File: config.mk
export PLATFORM = sky130hd
export DESIGN_NAME = vdt_ram
export DESIGN_NICKNAME = d
export VERILOG_FILES = /design/src/hdl/vdt_ram.sv
export SDC_FILE = /design/constraint.sdc
export NUM_CORES = 1
export LEC_CHECK = 0
export BUFFER_PORTS_ARGS = -buffer_cell sky130_fd_sc_hd__buf_2
export CAP_MARGIN = 30
export CORE_ASPECT_RATIO = 1.5
export CORE_MARGIN = 8
export CORE_UTILIZATION = 39
export DETAILED_ROUTE_END_ITERATION = 6
export HOLD_SLACK_MARGIN = 0.15
export SLEW_MARGIN = 10
export SYNTH_ARGS = -nofsm -noshare
export SYNTH_HDL_FRONTEND = slang
export SYNTH_SLANG_ARGS = --single-unit
File: constraint.sdc
create_clock -name clk -period 2.24 [get_ports clk]
set_clock_uncertainty 0.2 [all_clocks]
set_input_delay 0.224 -clock clk [delete_from_list [all_inputs] [get_ports clk]]
set_output_delay 0.224 -clock clk [all_outputs]
set_load 0.01 [all_outputs]
File: src/hdl/vdt_ram.sv
// Generic single-write, single-read RAM with a registered read port.
module vdt_ram #(
    parameter int WIDTH = 8,
    parameter int DEPTH = 16
) (
    input  logic                     clk,
    input  logic                     wr_en,
    input  logic [$clog2(DEPTH)-1:0] wr_addr,
    input  logic [WIDTH-1:0]         wr_data,
    input  logic                     rd_en,
    input  logic [$clog2(DEPTH)-1:0] rd_addr,
    output logic [WIDTH-1:0]         rd_data
);

    logic [WIDTH-1:0] mem [DEPTH];

    always_ff @(posedge clk)
    begin
        if (wr_en)
        begin
            mem[wr_addr] <= wr_data;
        end
        if (rd_en)
        begin
            rd_data <= mem[rd_addr];
        end
    end

endmodule

==> summary.md <==
| Metric | Value |
|---|---|
| Sum Neg Setup Slack | 0 ps |
| Finished Core Util | 0.4820 |
| H-tree depth | 4 |
| Avg Synthesized Cell Area | 22.83 µm² |
| Vias per cell | 5.241 |
| Post-synthesis mux area share | 0.1479 |
| Final hold viol count | 0 |
| Met1 GRT Util | 0.1247 |
| CTS clk-pin slew, worst paths | 60 ps |
| Total power | 6.155 mW |
| Layout area overhead | 22.38% |
| Worst EP arrival | 1740 ps |
| Combinational share of power | 0.045 |
| Crit path max-delay family | multiplexers |
| Area of the multi-input gates | 1057 µm² |
| Most frequent cell after synthesis | edfxtp_1 |
| Final min period | 1795 ps |
| Leakage | 2.189 nW |
| Drt drc | 0 |
| Crit-path max FO | 1 |
| CP Cell Sequence | mux4_1 -> a22oi_1 -> nand2_1 |
| Rel. slew slack | 0.6159 |
| Netlist Area Pre-Place | 5228 µm² |
| Die width | 110.5 µm |
| Syn nets | 248 |
| Finished Layout Cells | 469 |
| Die area | 17440 µm² |
| Crit-path slowest cell | mux4_1 |
| FF/Latch Area | 4084 µm² |
| Int Pwr | 5.048 mW |
| Longest Clk Path Bufs | 2 |
| Antenna violations before repair | 0 |
| WP data required | 2190 ps |
| Crit start category | register |
| Top cells by count, synth | edfxtp_1, mux4_2, a22oi_1 |
| WL final | 10.13 mm |
| Adder-cell share of the synthesized area | 0 |
| Fmax | 0.5572 GHz |
| Filler instances | 1120 |
| # placed instances | 430 |
| Synth top area share | 0.7812 |
| Ports | 27 |
| Root Buffer | clkbuf_16 |
| Worst Tran Pin Value | 574.0 ps |
| Resized Gates After CTS | 0 |
| Pre-antenna DRT Iters | 4 |
| Largest family of logic cells by synthesized area | multiplexers |
| Synth area leader | edfxtp_1 |
| Most used flip-flop cell after synthesis | edfxtp_1 |
| Flop pwr share | 0.468 |
| Drt first-iter violations | 122 |
| Cell Pwr Density | 962.2 nW/µm² |
| Worst path max stage delay | 560 ps |
| RSZ-0062 raised after global routing | no |
| Layout cells sized above 1 | 0.3062 |
| Worst VDD drop | 630.3 µV |
| Async S/R FF share, synth | 0 |
| Count of final max-slew check failures | 0 |
| Max_cap viols | 0 |
| Chip height | 157.8 µm |
| Ys Warns | 0 |
| Post-synthesis cell type count | 18 |
| DP Wirelength | 6.806 mm |
| Routed Antenna Nets | 0 |
| Largest cells by area after synthesis | edfxtp_1, mux4_2, mux4_1, a22oi_1, nor2_1 |
| First-pass GRT wire length | 15.81 mm |
| Final period util | 0.8012 |
| Status | finished, final reports clean |
| Overall Global Routing Usage | 0.1236 |
| Pin count of the biggest net entering global routing | 33 |
| Net Switching | 1.107 mW |
| XOR/XNOR share of the synthesized area | 0 |
| Gr busiest metal | met2 |
| Register area share after synthesis | 0.7812 |
| Setup violators final | 0 |
| Diodes inserted | 0 |
| Clock Sinks | 136 |
| Cells after Synth | 229 |
| RePlAce Congestion | 0.7891 |
| Clk_lat worst skew | 410 ps |
| Core area | 13270 µm² |
| Reg-to-reg slack, setup | 450 ps |
| Yosys reg bits | 136 |
| Fin nets | 315 |
| Number of synthesized flops with an enable pin | 136 |
| # Post-CTS Setup Buffers | 0 |
| Critical setup path kind | register to register |
| CTS tree | built |
| Buf+Inv Stages, Crit Path | 0 |
| Rows | 52 |
| Via count | 2458 |
| GR Overflow Total | 0 |
| Clock share of power | 0.486 |
| Vias in the first global route | 2752 |
| Initial Util | 0.3939 |
| Switching Fraction | 0.1798 |
| Met3 GRT Util | 0.03527 |
| Post-synthesis simple-gate area fraction | 0.03135 |
| Met2 GRT Util | 0.2258 |
| CP Capture Type | register |
| Worst hold path type | input pin to register |
| IO buf count | 26 |
| Avg WL per Cell | 21.60 µm |
| CTS Buf Count | 17 |
| Post-synthesis compound-gate area fraction | 0.02298 |
## timing repair
item / 4_1_cts / 5_1_grt
hold endpoints to repair: 136 / 0
hold buffers: 9 / 0
setup endpoints to repair: 0 / 0
## registers in the layout (all words and copies together) (netlist names)
name and flops:
mem 128, rd_data 8
## power groups by stage
stage | sequential, mW | clock (mW) | combinational, mW
after floorplan | 2.94 | 0 | 0.145
after global placement | 2.93 | 0 | 0.267
after detailed placement | 2.93 | 0 | 0.275
after CTS | 2.88 | 3.04 | 0.288
after global routing | 2.89 | 3.14 | 0.304
final | 2.88 | 2.99 | 0.280
## per-stage QoR
stage / setup WS (ps) / hold slack [ps] / cell area, µm²
CTS: 436.7 / 174.9 / 6397
global route: 398.8 / 191.7 / 6397
floorplan: 323.1 / 122.9 / 5228
detailed placement: 258.3 / 386.9 / 5672
finish: 445.3 / 193.4 / 6397
global placement: 248.3 / 382.5 / 5672
## worst register-to-register path, delay by kind of cell (launching register included)
kind | cells | cell delay [ps]
compound gates | 1 | 250
flops | 1 | 410
mux | 1 | 560
simple gates | 1 | 120
## final cells by class
cell class	instances	area share
clock inverters	12	0.03227
clock buffers	18	0.06708
repair buffers	58	0.06532
well taps	162	0.03168
multi-input cells	83	0.1653
flip-flops and latches	136	0.6384
## path summary, 6_finish.rpt
kind | start | to | cells after the start
min reg2reg | mem[12][1]$_DFFE_PP_ | rd_data[1]$_DFFE_PP_ | 3
max | mem[1][5]$_DFFE_PP_ | rd_data[5]$_DFFE_PP_ | 3
max reg2reg | mem[1][5]$_DFFE_PP_ | rd_data[5]$_DFFE_PP_ | 3
min | wr_addr[0] | mem[4][6]$_DFFE_PP_ | 3
## layout by cell type, fill, tap and decap left out
| master | instances |
|---|---|
| mux4_1 | 14 |
| and2b_1 | 1 |
| buf_12 | 2 |
| mux4_2 | 18 |
| nand2b_1 | 2 |
| clkinv_1 | 3 |
| dlygate4sd3_1 | 9 |
| or3b_2 | 1 |
| nor2b_1 | 1 |
| edfxtp_1 | 136 |
| nand3b_1 | 2 |
| clkbuf_1 | 1 |
| clkinv_2 | 3 |
| clkbuf_16 | 17 |
| bufinv_16 | 6 |
| nand2_1 | 9 |
| buf_4 | 21 |
| nor3_1 | 4 |
| buf_2 | 26 |
| nor2_1 | 13 |
| nand3_1 | 1 |
| and2_1 | 1 |
| a22oi_1 | 16 |
## cell families (layout without fill, tap and decap cells)
kind of cell | count (synthesis) | count (layout)
compound gates | 16 | 16
mux | 32 | 32
buf+inv | 10 | 88
simple gates | 35 | 35
flops | 136 | 136
## layer usage
layer	part of all wire	vias up
li1	-	1115
met1	0.39	1276
met2	0.56	56
met3	0.029	11
met4	0.017	0
met5	0	-
(Power assumes the default switching activity.)
